<file path="src/llnpe_pkg.sv">
// shared constants, types and the control store of the linked list engine
`default_nettype none

package llnpe_pkg;

	localparam int POOL_NODES_DEF = 64;
	localparam int CMD_W = 3;
	localparam int NODE_W = 6;
	localparam int BC_W = 7;
	localparam int ST_W = 2;
	localparam int CNT_W = 7;
	localparam int COUNT_MAX = 127;
	localparam int UPC_W = 5;

	localparam logic [CMD_W-1:0] CMD_CLEAR = 3'd0;
	localparam logic [CMD_W-1:0] CMD_BUILD = 3'd1;
	localparam logic [CMD_W-1:0] CMD_APPEND = 3'd2;
	localparam logic [CMD_W-1:0] CMD_REMOVE = 3'd3;
	localparam logic [CMD_W-1:0] CMD_POP = 3'd4;
	localparam logic [CMD_W-1:0] CMD_QUERY = 3'd5;

	localparam logic [ST_W-1:0] ST_OK = 2'd0;
	localparam logic [ST_W-1:0] ST_NOT_FOUND = 2'd1;
	localparam logic [ST_W-1:0] ST_EMPTY = 2'd2;

	typedef logic [UPC_W-1:0] upc_t;

	typedef enum logic [1:0] {
		RD_NONE,
		RD_HEAD,
		RD_CUR
	} rd_sel_t;

	typedef enum logic [2:0] {
		WR_NONE,
		WR_TAIL_NODE,
		WR_NODE_NIL,
		WR_HEAD_NIL,
		WR_PREV_LINK,
		WR_CUR_NIL,
		WR_BUILD
	} wr_sel_t;

	typedef enum logic [3:0] {
		OP_NONE,
		OP_CLEAR,
		OP_APPEND,
		OP_UNHEAD,
		OP_WALK_INIT,
		OP_LOAD_CUR,
		OP_ADVANCE,
		OP_FOUND,
		OP_ST_EMPTY,
		OP_ST_NOT_FOUND,
		OP_BUILD_INIT,
		OP_BUILD_STEP,
		OP_BUILD_END
	} reg_op_t;

	typedef enum logic [3:0] {
		C_NEVER,
		C_ALWAYS,
		C_HEAD_NIL,
		C_NODE_BAD,
		C_APP_NOLINK,
		C_HEAD_IS_NODE,
		C_CUR_END,
		C_CUR_MATCH,
		C_BUILD_DONE
	} cond_t;

	typedef struct packed {
		rd_sel_t rd;
		wr_sel_t wr;
		reg_op_t op;
		cond_t   cond;
		upc_t    target;
		logic    last;
	} uword_t;

	localparam upc_t U_CLEAR = 5'd0;
	localparam upc_t U_QUERY = 5'd1;
	localparam upc_t U_APP0 = 5'd2;
	localparam upc_t U_APP1 = 5'd3;
	localparam upc_t U_APP2 = 5'd4;
	localparam upc_t U_APP3 = 5'd5;
	localparam upc_t U_POP0 = 5'd6;
	localparam upc_t U_POP1 = 5'd7;
	localparam upc_t U_POP2 = 5'd8;
	localparam upc_t U_EMPTY = 5'd9;
	localparam upc_t U_REM0 = 5'd10;
	localparam upc_t U_REM1 = 5'd11;
	localparam upc_t U_REM2 = 5'd12;
	localparam upc_t U_REM3 = 5'd13;
	localparam upc_t U_REM4 = 5'd14;
	localparam upc_t U_REM5 = 5'd15;
	localparam upc_t U_REM6 = 5'd16;
	localparam upc_t U_REM7 = 5'd17;
	localparam upc_t U_REM8 = 5'd18;
	localparam upc_t U_REM9 = 5'd19;
	localparam upc_t U_NOTF = 5'd20;
	localparam upc_t U_BLD0 = 5'd21;
	localparam upc_t U_BLD1 = 5'd22;
	localparam upc_t U_BLD2 = 5'd23;
	localparam upc_t U_BLD3 = 5'd24;

	function automatic uword_t mk(rd_sel_t rd, wr_sel_t wr, reg_op_t op, cond_t cond,
			upc_t target, logic last);
		uword_t w;
		w.rd = rd;
		w.wr = wr;
		w.op = op;
		w.cond = cond;
		w.target = target;
		w.last = last;
		return w;
	endfunction

	function automatic upc_t entry_of(logic [CMD_W-1:0] c);
		upc_t u;
		case (c)
			CMD_CLEAR:  u = U_CLEAR;
			CMD_BUILD:  u = U_BLD0;
			CMD_APPEND: u = U_APP0;
			CMD_REMOVE: u = U_REM0;
			CMD_POP:    u = U_POP0;
			default:    u = U_QUERY;
		endcase
		return u;
	endfunction

	function automatic uword_t ucode(upc_t upc);
		uword_t w;
		case (upc)
			U_CLEAR: w = mk(RD_NONE, WR_NONE, OP_CLEAR, C_NEVER, U_CLEAR, 1'b1);
			U_QUERY: w = mk(RD_NONE, WR_NONE, OP_NONE, C_NEVER, U_QUERY, 1'b1);
			U_APP0:  w = mk(RD_NONE, WR_NONE, OP_NONE, C_NODE_BAD, U_QUERY, 1'b0);
			U_APP1:  w = mk(RD_NONE, WR_NONE, OP_NONE, C_APP_NOLINK, U_APP3, 1'b0);
			U_APP2:  w = mk(RD_NONE, WR_TAIL_NODE, OP_NONE, C_NEVER, U_APP2, 1'b0);
			U_APP3:  w = mk(RD_NONE, WR_NODE_NIL, OP_APPEND, C_NEVER, U_APP3, 1'b1);
			U_POP0:  w = mk(RD_NONE, WR_NONE, OP_NONE, C_HEAD_NIL, U_EMPTY, 1'b0);
			U_POP1:  w = mk(RD_HEAD, WR_NONE, OP_NONE, C_NEVER, U_POP1, 1'b0);
			U_POP2:  w = mk(RD_NONE, WR_HEAD_NIL, OP_UNHEAD, C_NEVER, U_POP2, 1'b1);
			U_EMPTY: w = mk(RD_NONE, WR_NONE, OP_ST_EMPTY, C_NEVER, U_EMPTY, 1'b1);
			U_REM0:  w = mk(RD_NONE, WR_NONE, OP_NONE, C_HEAD_NIL, U_EMPTY, 1'b0);
			U_REM1:  w = mk(RD_NONE, WR_NONE, OP_WALK_INIT, C_HEAD_IS_NODE, U_POP1, 1'b0);
			U_REM2:  w = mk(RD_HEAD, WR_NONE, OP_NONE, C_NEVER, U_REM2, 1'b0);
			U_REM3:  w = mk(RD_NONE, WR_NONE, OP_LOAD_CUR, C_NEVER, U_REM3, 1'b0);
			U_REM4:  w = mk(RD_NONE, WR_NONE, OP_NONE, C_CUR_END, U_NOTF, 1'b0);
			U_REM5:  w = mk(RD_NONE, WR_NONE, OP_NONE, C_CUR_MATCH, U_REM7, 1'b0);
			U_REM6:  w = mk(RD_CUR, WR_NONE, OP_ADVANCE, C_ALWAYS, U_REM3, 1'b0);
			U_REM7:  w = mk(RD_CUR, WR_NONE, OP_NONE, C_NEVER, U_REM7, 1'b0);
			U_REM8:  w = mk(RD_NONE, WR_PREV_LINK, OP_NONE, C_NEVER, U_REM8, 1'b0);
			U_REM9:  w = mk(RD_NONE, WR_CUR_NIL, OP_FOUND, C_NEVER, U_REM9, 1'b1);
			U_NOTF:  w = mk(RD_NONE, WR_NONE, OP_ST_NOT_FOUND, C_NEVER, U_NOTF, 1'b1);
			U_BLD0:  w = mk(RD_NONE, WR_NONE, OP_BUILD_INIT, C_NEVER, U_BLD0, 1'b0);
			U_BLD1:  w = mk(RD_NONE, WR_NONE, OP_NONE, C_BUILD_DONE, U_BLD3, 1'b0);
			U_BLD2:  w = mk(RD_NONE, WR_BUILD, OP_BUILD_STEP, C_ALWAYS, U_BLD1, 1'b0);
			U_BLD3:  w = mk(RD_NONE, WR_NONE, OP_BUILD_END, C_NEVER, U_BLD3, 1'b1);
			default: w = mk(RD_NONE, WR_NONE, OP_NONE, C_NEVER, U_QUERY, 1'b1);
		endcase
		return w;
	endfunction

endpackage

`default_nettype wire

</file>
<file path="src/llnpe_ram.sv">
// generic single-write, single-read ram with registered read data
`default_nettype none

module llnpe_ram #(
	parameter int WIDTH = 8,
	parameter int DEPTH = 64
) (
	input  wire logic                     clk,
	input  wire logic                     we,
	input  wire logic [$clog2(DEPTH)-1:0] waddr,
	input  wire logic [WIDTH-1:0]         wdata,
	input  wire logic                     re,
	input  wire logic [$clog2(DEPTH)-1:0] raddr,
	output logic      [WIDTH-1:0]         rdata
);

	logic [WIDTH-1:0] mem_q [DEPTH];

	always_ff @(posedge clk) begin
		if (we) begin
			mem_q[waddr] <= wdata;
		end
		if (re) begin
			rdata <= mem_q[raddr];
		end
	end

endmodule

`default_nettype wire

</file>
<file path="src/linked_list_node_pool_engine_core.sv">
// singly linked list queue over a node pool, run by a microcoded sequencer
`default_nettype none

// One command is taken when start is high and busy is low; busy stays high while the
// sequencer runs its microprogram, and the result appears for exactly one cycle with
// done high, the cycle after the last step, with busy already low so the next command
// can be taken in that same cycle. The next-link memory has one port each for read and
// write with a registered read. Pop ends early on an empty list; remove ends early on an
// empty list or when the head is the target, else walks the links (at most POOL_NODES
// of them) until it finds or misses the target; build writes one link per chained node.
// The result cannot be held off: it is gone after its cycle.
module linked_list_node_pool_engine_core
	import llnpe_pkg::*;
#(
	parameter int POOL_NODES = POOL_NODES_DEF
) (
	input  wire logic              clk,
	input  wire logic              arst_n,
	input  wire logic              start,
	output logic                   busy,
	input  wire logic [CMD_W-1:0]  cmd,
	input  wire logic [NODE_W-1:0] node,
	input  wire logic [BC_W-1:0]   build_count,
	output logic                   done,
	output logic [ST_W-1:0]        status,
	output logic [NODE_W-1:0]      popped_node,
	output logic                   popped_valid,
	output logic [NODE_W-1:0]      first_node,
	output logic                   first_valid,
	output logic [CNT_W-1:0]       node_count
);

	localparam int LW = $clog2(POOL_NODES + 1);
	localparam int AW = $clog2(POOL_NODES);
	localparam int CW = (LW > CNT_W) ? LW : CNT_W;
	localparam int MW = (LW > NODE_W) ? LW : NODE_W;
	localparam logic [LW-1:0] NIL = LW'(POOL_NODES);

	logic              running_q;
	logic              done_q;
	upc_t              upc_q;
	logic [NODE_W-1:0] node_q;
	logic [BC_W-1:0]   bc_q;
	logic              is_pop_q;
	logic [LW-1:0]     head_q;
	logic [LW-1:0]     tail_q;
	logic [CW-1:0]     count_q;
	logic [LW-1:0]     prev_q;
	logic [LW-1:0]     cur_q;
	logic [LW-1:0]     steps_q;
	logic [LW-1:0]     i_q;
	logic [LW-1:0]     n_q;
	logic [ST_W-1:0]   status_q;
	logic [NODE_W-1:0] popped_q;
	logic              pvalid_q;

	logic          accept;
	uword_t        uw;
	logic          cond_hit;
	upc_t          upc_next;
	logic          head_is_node;
	logic          tail_is_node;
	logic          cur_is_node;
	logic          node_ok;
	logic [LW-1:0] node_ext;
	logic [LW-1:0] i_inc;
	logic [LW-1:0] build_n;
	logic [CW-1:0] count_dec;

	logic          ram_we;
	logic [AW-1:0] ram_waddr;
	logic [LW-1:0] ram_wdata;
	logic          ram_re;
	logic [AW-1:0] ram_raddr;
	logic [LW-1:0] ram_rdata;

	assign accept = start && !busy;
	assign uw = ucode(upc_q);

	assign head_is_node = head_q < NIL;
	assign tail_is_node = tail_q < NIL;
	assign cur_is_node = cur_q < NIL;
	assign node_ok = int'(node_q) < POOL_NODES;
	assign node_ext = LW'(node_q);
	assign i_inc = i_q + LW'(1);
	assign build_n = (int'(bc_q) > POOL_NODES) ? NIL : LW'(bc_q);
	assign count_dec = (count_q != '0) ? count_q - CW'(1) : count_q;

	always_comb begin
		case (uw.cond)
			C_NEVER:        cond_hit = 1'b0;
			C_ALWAYS:       cond_hit = 1'b1;
			C_HEAD_NIL:     cond_hit = !head_is_node;
			C_NODE_BAD:     cond_hit = !node_ok;
			C_APP_NOLINK:   cond_hit = !head_is_node || !tail_is_node;
			C_HEAD_IS_NODE: cond_hit = node_ok && (MW'(head_q) == MW'(node_q));
			C_CUR_END:      cond_hit = !cur_is_node || (steps_q >= NIL);
			C_CUR_MATCH:    cond_hit = MW'(cur_q) == MW'(node_q);
			C_BUILD_DONE:   cond_hit = i_q >= n_q;
			default:        cond_hit = 1'b0;
		endcase
		upc_next = cond_hit ? uw.target : upc_q + upc_t'(1);
	end

	always_comb begin
		ram_re = running_q && (uw.rd != RD_NONE);
		ram_raddr = (uw.rd == RD_CUR) ? cur_q[AW-1:0] : head_q[AW-1:0];
		ram_we = running_q;
		ram_waddr = head_q[AW-1:0];
		ram_wdata = NIL;
		case (uw.wr)
			WR_TAIL_NODE: begin
				ram_waddr = tail_q[AW-1:0];
				ram_wdata = node_ext;
			end
			WR_NODE_NIL: begin
				ram_waddr = node_ext[AW-1:0];
			end
			WR_HEAD_NIL: begin
				ram_waddr = head_q[AW-1:0];
			end
			WR_PREV_LINK: begin
				ram_waddr = prev_q[AW-1:0];
				ram_wdata = ram_rdata;
			end
			WR_CUR_NIL: begin
				ram_waddr = cur_q[AW-1:0];
			end
			WR_BUILD: begin
				// last node of the build closes the chain
				ram_waddr = i_q[AW-1:0];
				ram_wdata = (i_inc < n_q) ? i_inc : NIL;
			end
			default: begin
				ram_we = 1'b0;
			end
		endcase
	end

	llnpe_ram #(
		.WIDTH(LW),
		.DEPTH(POOL_NODES)
	) u_link_ram (
		.clk  (clk),
		.we   (ram_we),
		.waddr(ram_waddr),
		.wdata(ram_wdata),
		.re   (ram_re),
		.raddr(ram_raddr),
		.rdata(ram_rdata)
	);

	// sequencer and list registers
	always_ff @(posedge clk or negedge arst_n) begin
		if (!arst_n) begin
			running_q <= 1'b0;
			done_q <= 1'b0;
			upc_q <= U_QUERY;
			head_q <= NIL;
			tail_q <= NIL;
			count_q <= '0;
		end else begin
			done_q <= 1'b0;
			if (accept) begin
				running_q <= 1'b1;
				upc_q <= entry_of(cmd);
			end else if (running_q) begin
				upc_q <= upc_next;
				if (uw.last) begin
					running_q <= 1'b0;
					done_q <= 1'b1;
				end
				case (uw.op)
					OP_CLEAR: begin
						head_q <= NIL;
						tail_q <= NIL;
						count_q <= '0;
					end
					OP_APPEND: begin
						if (!head_is_node) begin
							head_q <= node_ext;
						end
						tail_q <= node_ext;
						if (count_q < CW'(COUNT_MAX)) begin
							count_q <= count_q + CW'(1);
						end
					end
					OP_UNHEAD: begin
						if (head_q == tail_q) begin
							head_q <= NIL;
							tail_q <= NIL;
						end else begin
							head_q <= ram_rdata;
						end
						count_q <= count_dec;
					end
					OP_FOUND: begin
						if (MW'(tail_q) == MW'(node_q)) begin
							tail_q <= prev_q;
						end
						count_q <= count_dec;
					end
					OP_BUILD_END: begin
						if (n_q == '0) begin
							head_q <= NIL;
							tail_q <= NIL;
						end else begin
							head_q <= '0;
							tail_q <= n_q - LW'(1);
						end
						count_q <= CW'(n_q);
					end
					default: begin
					end
				endcase
			end
		end
	end

	// command fields, walk pointers and result payload
	always_ff @(posedge clk) begin
		if (accept) begin
			node_q <= node;
			bc_q <= build_count;
			is_pop_q <= cmd == CMD_POP;
			status_q <= ST_OK;
			popped_q <= '0;
			pvalid_q <= 1'b0;
		end else if (running_q) begin
			case (uw.op)
				OP_UNHEAD: begin
					if (is_pop_q) begin
						popped_q <= NODE_W'(head_q);
						pvalid_q <= 1'b1;
					end
				end
				OP_WALK_INIT: begin
					prev_q <= head_q;
					steps_q <= '0;
				end
				OP_LOAD_CUR: begin
					cur_q <= ram_rdata;
				end
				OP_ADVANCE: begin
					prev_q <= cur_q;
					steps_q <= steps_q + LW'(1);
				end
				OP_ST_EMPTY: begin
					status_q <= ST_EMPTY;
				end
				OP_ST_NOT_FOUND: begin
					status_q <= ST_NOT_FOUND;
				end
				OP_BUILD_INIT: begin
					i_q <= '0;
					n_q <= build_n;
				end
				OP_BUILD_STEP: begin
					i_q <= i_inc;
				end
				default: begin
				end
			endcase
		end
	end

	assign busy = running_q;
	assign done = done_q;
	assign status = status_q;
	assign popped_node = popped_q;
	assign popped_valid = pvalid_q;
	assign first_valid = head_is_node;
	assign first_node = head_is_node ? NODE_W'(head_q) : '0;
	assign node_count = CNT_W'(count_q);

	a_done_when_idle: assert property (@(posedge clk) disable iff (!arst_n)
		done |-> !busy)
		else $error("result strobe while the sequencer runs");

	a_accept_starts: assert property (@(posedge clk) disable iff (!arst_n)
		start && !busy |=> busy && !done)
		else $error("accepted command did not start the sequencer");

	a_one_ram_access: assert property (@(posedge clk) disable iff (!arst_n)
		!(ram_we && ram_re))
		else $error("read and write issued in one step");

	a_pop_status: assert property (@(posedge clk) disable iff (!arst_n)
		done && popped_valid |-> status == ST_OK)
		else $error("popped node reported with a failure status");

endmodule

`default_nettype wire

</file>
<file path="config.mk">
export PLATFORM = sky130hd
export DESIGN_NAME = linked_list_node_pool_engine_core
export DESIGN_NICKNAME = d
export VERILOG_FILES = /design/src/llnpe_pkg.sv /design/src/llnpe_ram.sv /design/src/linked_list_node_pool_engine_core.sv
export SDC_FILE = /design/constraint.sdc
export NUM_CORES = 1
export LEC_CHECK = 0
export BUFFER_PORTS_ARGS = -buffer_cell sky130_fd_sc_hd__buf_2
export CAP_MARGIN = 20
export CORE_MARGIN = 3
export CORE_UTILIZATION = 40
export DETAILED_ROUTE_END_ITERATION = 10
export HOLD_SLACK_MARGIN = 0.1
export PLACE_DENSITY = 0.67
export RECOVER_POWER = 100
export SLEW_MARGIN = 0
export SYNTH_ARGS = -nofsm -noshare
export SYNTH_HDL_FRONTEND = slang
export SYNTH_SLANG_ARGS = --single-unit
</file>
<file path="constraint.sdc">
create_clock -name clk -period 9.9 [get_ports clk]
set_input_delay 0.99 -clock clk [delete_from_list [all_inputs] [get_ports clk]]
set_output_delay 0.99 -clock clk [all_outputs]
set_load 0.005 [all_outputs]
</file>
==> impl_metrics.ini <==
[power]
pwr-share-seq = 0.373
power_frac_comb = 0.400
p_int_w = 0.00513
sw_frac_of_total = 0.401
ir_drop_v = 0.000185
powerDensity_mw_per_mm2 = 321
p_switching_w = 0.00344
p_clk_frac = 0.227
total_power_w = 0.00856
p_leak_nw = 9.26

[clocking]
clk_pin_slew_ns = 0.06
cts_hold_buf = 0
cts_setup_buffers = 0
clock_path_buffers = 3
cts_root_buf = clkbuf_16
cts_resized = 0
clock-sinks = 541
htree_num_levels = 2
cts_tree = done
cts_made_buffers = 53
clk_latency_ns = 0.61

[placement]
gp_congestion = 0.892
post-dp-hpwl_mm = 40.7
placed_cells = 2555
numPortBuffers = 43

[timing]
final-hold-violation-count = 0
maxSlewViolCount = 469
fin_tns_setup_ns = 0
worst_slew_pin_slew_ns = 3.66
max_slew_margin = -1.44
period_needed_ns = 7.05
fmax_mhz = 142
fin_skew_ns = 0.0276
setup_violations = 0
grt_setup_unrepaired = no
fin_crit_sh = 0.712

[floorplan]
io_pins = 44
die_x_um = 251
rows = 89
die_height_um = 251
core_region_area_sq_mm = 0.0594
die-area_sq_mm = 0.0632
initial_utilization = 0.406

[setup_path]
path_class = flip-flop to flip-flop
critPathMaxFanout = 77
crit_family = simple AND/OR/NAND/NOR gates
worstReg2RegEnd = u_link_ram.rdata[6]
ff2ff_setup_slack_ns = 2.85
r2r_cells = 8
start_kind = flip-flop
worst_path_largest_cell_delay_ns = 2.56
worstPathArrival_ns = 7.41
cp-end-kind = flip-flop
worst_path_most_repeated_cell = buf_4
critPathRequiredTime_ns = 10.27
worstReg2RegStart = upc_q[4]
critPathSlowestCell = nor4b_1
crit_chain = nor4b_1, mux2i_4, buf_4, buf_4, mux4_2, a22oi_1, nand3_1, and4_1
crit_buf_inv = 2

[min_path]
min_from = popped_valid
hp-class = flip-flop to flip-flop
holdPathStages = 2
holdPathEnd = popped_valid

[synth]
synth_area_sq_mm = 0.0241
post-synth-top-count-cell = edfxtp_1
synth_area_leaders = edfxtp_1, nand2_1, mux2i_1, dfrtp_1, a32oi_1
synthArstFlopShare = 0.0518
synth_top_area_frac = 0.628
ys_ff_latch = 541
synth_nets = 1867
postSynthCellCount = 1814
yosysSeqAreaShare = 0.665
ys.flop_type = edfxtp_1
synth_top_area_cell = edfxtp_1
synth_cell_types = 84
synth_area_per_cell_sq_um = 13.3
ys_warn_count = 0
synthTopCellsByCount = edfxtp_1, nand2_1, nor2_1, mux2i_1, nand3_1
synth_edf_count = 504

[detailed_routing]
num_vias = 16000
wl_mm = 64.3
via_per_inst = 6.01
drc = 0
antenna_left = 0
wl_per_cell_um = 24.2
dr.pass1.iters = 5
first_iter_violations = 2056

[global_routing]
grt_pass1_wl_mm = 96.4
grt_max_degree = 78
use_met3 = 0.0436
grt.overflow.total = 0
busiest_layer = met2
grt_use_met2 = 0.314
track_usage = 0.198
grt.met1_usage = 0.268
antenna_found_initial = 0
grt_pass1_vias = 15600

[layout]
num-fill-cells = 5197
diodes = 0
final_nets = 1891
seq_area_sq_mm = 0.0160
syn_to_final_growth_pct = 10.6
multi_input_area_sq_mm = 0.00755
final_cell_count_no_fill = 2653
drive_gt1_frac = 0.0910

[job]
drv_cap = 10

[run_status]
violations = max-capacitance violations, max-slew violations
status = complete, but fails checks
worst reg2reg max path: stages (launching register included):
cell     delay (ns)
dfrtp_1        0.84
nor4b_1        2.57
mux2i_4        0.48
buf_4          0.84
buf_4          0.83
mux4_2         0.67
a22oi_1        0.20
nand3_1        0.13
and4_1         0.27
cell usage in the layout (no fill, tap or decap), types with 6 or more instances in the layout:
master and instances:
o221a_2 7, o21a_1 9, ha_1 33, a32oi_1 70
buf_4 14, mux2_2 13, nand3_1 72, dfxtp_1 9
nor3_1 17, nor2_1 125, o211ai_1 7, clkinv_2 10
nor2b_1 21, o221ai_1 6, a32o_1 10, edfxtp_1 504
nand2_1 294, a31oi_1 43, xnor2_1 27, o21ai_0 31
and3_1 19, clkbuf_1 40, a22oi_1 17, inv_1 30
a21oi_1 31, mux2i_1 98, nand4_1 34, xor2_1 14
nor4_1 8, a211oi_1 7, clkbuf_16 53, o22ai_1 9
mux2_1 14, nand2b_1 11, mux4_2 13, clkinv_1 14
buf_2 23, dfrtp_1 25
cell type report:
class	instances	area share
Sequential cell	541	0.601
Multi-Input combinational cell	1144	0.283
Clock buffer	64	0.0513
Tap cell	773	0.0363
Timing Repair Buffer	67	0.0125
Clock inverter	33	0.0110
Inverter	31	0.00437
state kept, by name, summed over array words and instances (netlist names), named ones only:
| register | count |
|---|---|
| status | 2 |
| busy | 1 |
| n_q | 7 |
| u_link_ram.rdata | 7 |
| cur_q | 7 |
| tail_q | 7 |
| bc_q | 7 |
| head_q | 7 |
| node_count | 7 |
| upc_q | 4 |
| popped_node | 6 |
| is_pop_q | 1 |
| steps_q | 7 |
| popped_valid | 1 |
| node_q | 6 |
| i_q | 7 |
| done | 1 |
| u_link_ram.mem_q | 448 |
| prev_q | 7 |
cells by family (layout without fill, tap and decap cells):
family | Yosys count | in the layout | share of synthesized area
adder cells (fa/ha/maj) | 34 | 34 | 0.0180
AO/OA/AOI/OAI | 293 | 293 | 0.0915
flip-flops | 541 | 541 | 0.665
buffers and inverters | 129 | 195 | 0.0236
XOR/XNOR | 41 | 41 | 0.0149
AND/OR/NAND/NOR | 634 | 634 | 0.120
multiplexers | 142 | 142 | 0.0673
per-layer routing:
layer  up-vias  part of all wire  wire length (um)
met5         -                 0                 0
met4         0             0.039              2540
met3       165             0.094              6020
met2       873              0.46             29400
met1      7926              0.41             26300
li1       6991                 -                 -
worst max path at each step:
stage,slack [ns],endpoint,cells past startpoint,start
2_1_floorplan,4.24,u_link_ram.mem_q[0][2],10,flip-flop
3_5_place_dp,4.59,u_link_ram.rdata[6],8,upc_q[4]
5_1_grt,2.39,u_link_ram.rdata[6],8,upc_q[4]
4_1_cts,4.59,u_link_ram.rdata[6],8,upc_q[4]
3_3_place_gp,4.70,u_link_ram.rdata[6],8,upc_q[4]
6_report,2.85,u_link_ram.rdata[6],8,upc_q[4]
per-stage QoR:
step / hold WS [ns] / setup slack, ns / util / cell area, sq um
2_1_floorplan: 0.442 / 4.24 / - / 24100
5_1_grt: 0.473 / 2.39 / 0.449 / 26600
3_5_place_dp: 0.436 / 4.59 / 0.423 / 25100
3_3_place_gp: 0.430 / 4.70 / 0.423 / 25100
4_1_cts: 0.430 / 4.59 / 0.451 / 26800
6_report: 0.447 / 2.85 / 0.449 / 26600
power by group through the flow:
stage | clock [W] | combinational, W | sequential, W
detailed placement | 0 | 0.00339 | 0.00320
global route | 0.00207 | 0.00365 | 0.00321
global placement | 0 | 0.00333 | 0.00320
CTS | 0.00198 | 0.00341 | 0.00315
floorplan | 0 | 0.00238 | 0.00308
finish | 0.00195 | 0.00342 | 0.00320
Note: power is estimated with default switching activity, not from simulation.
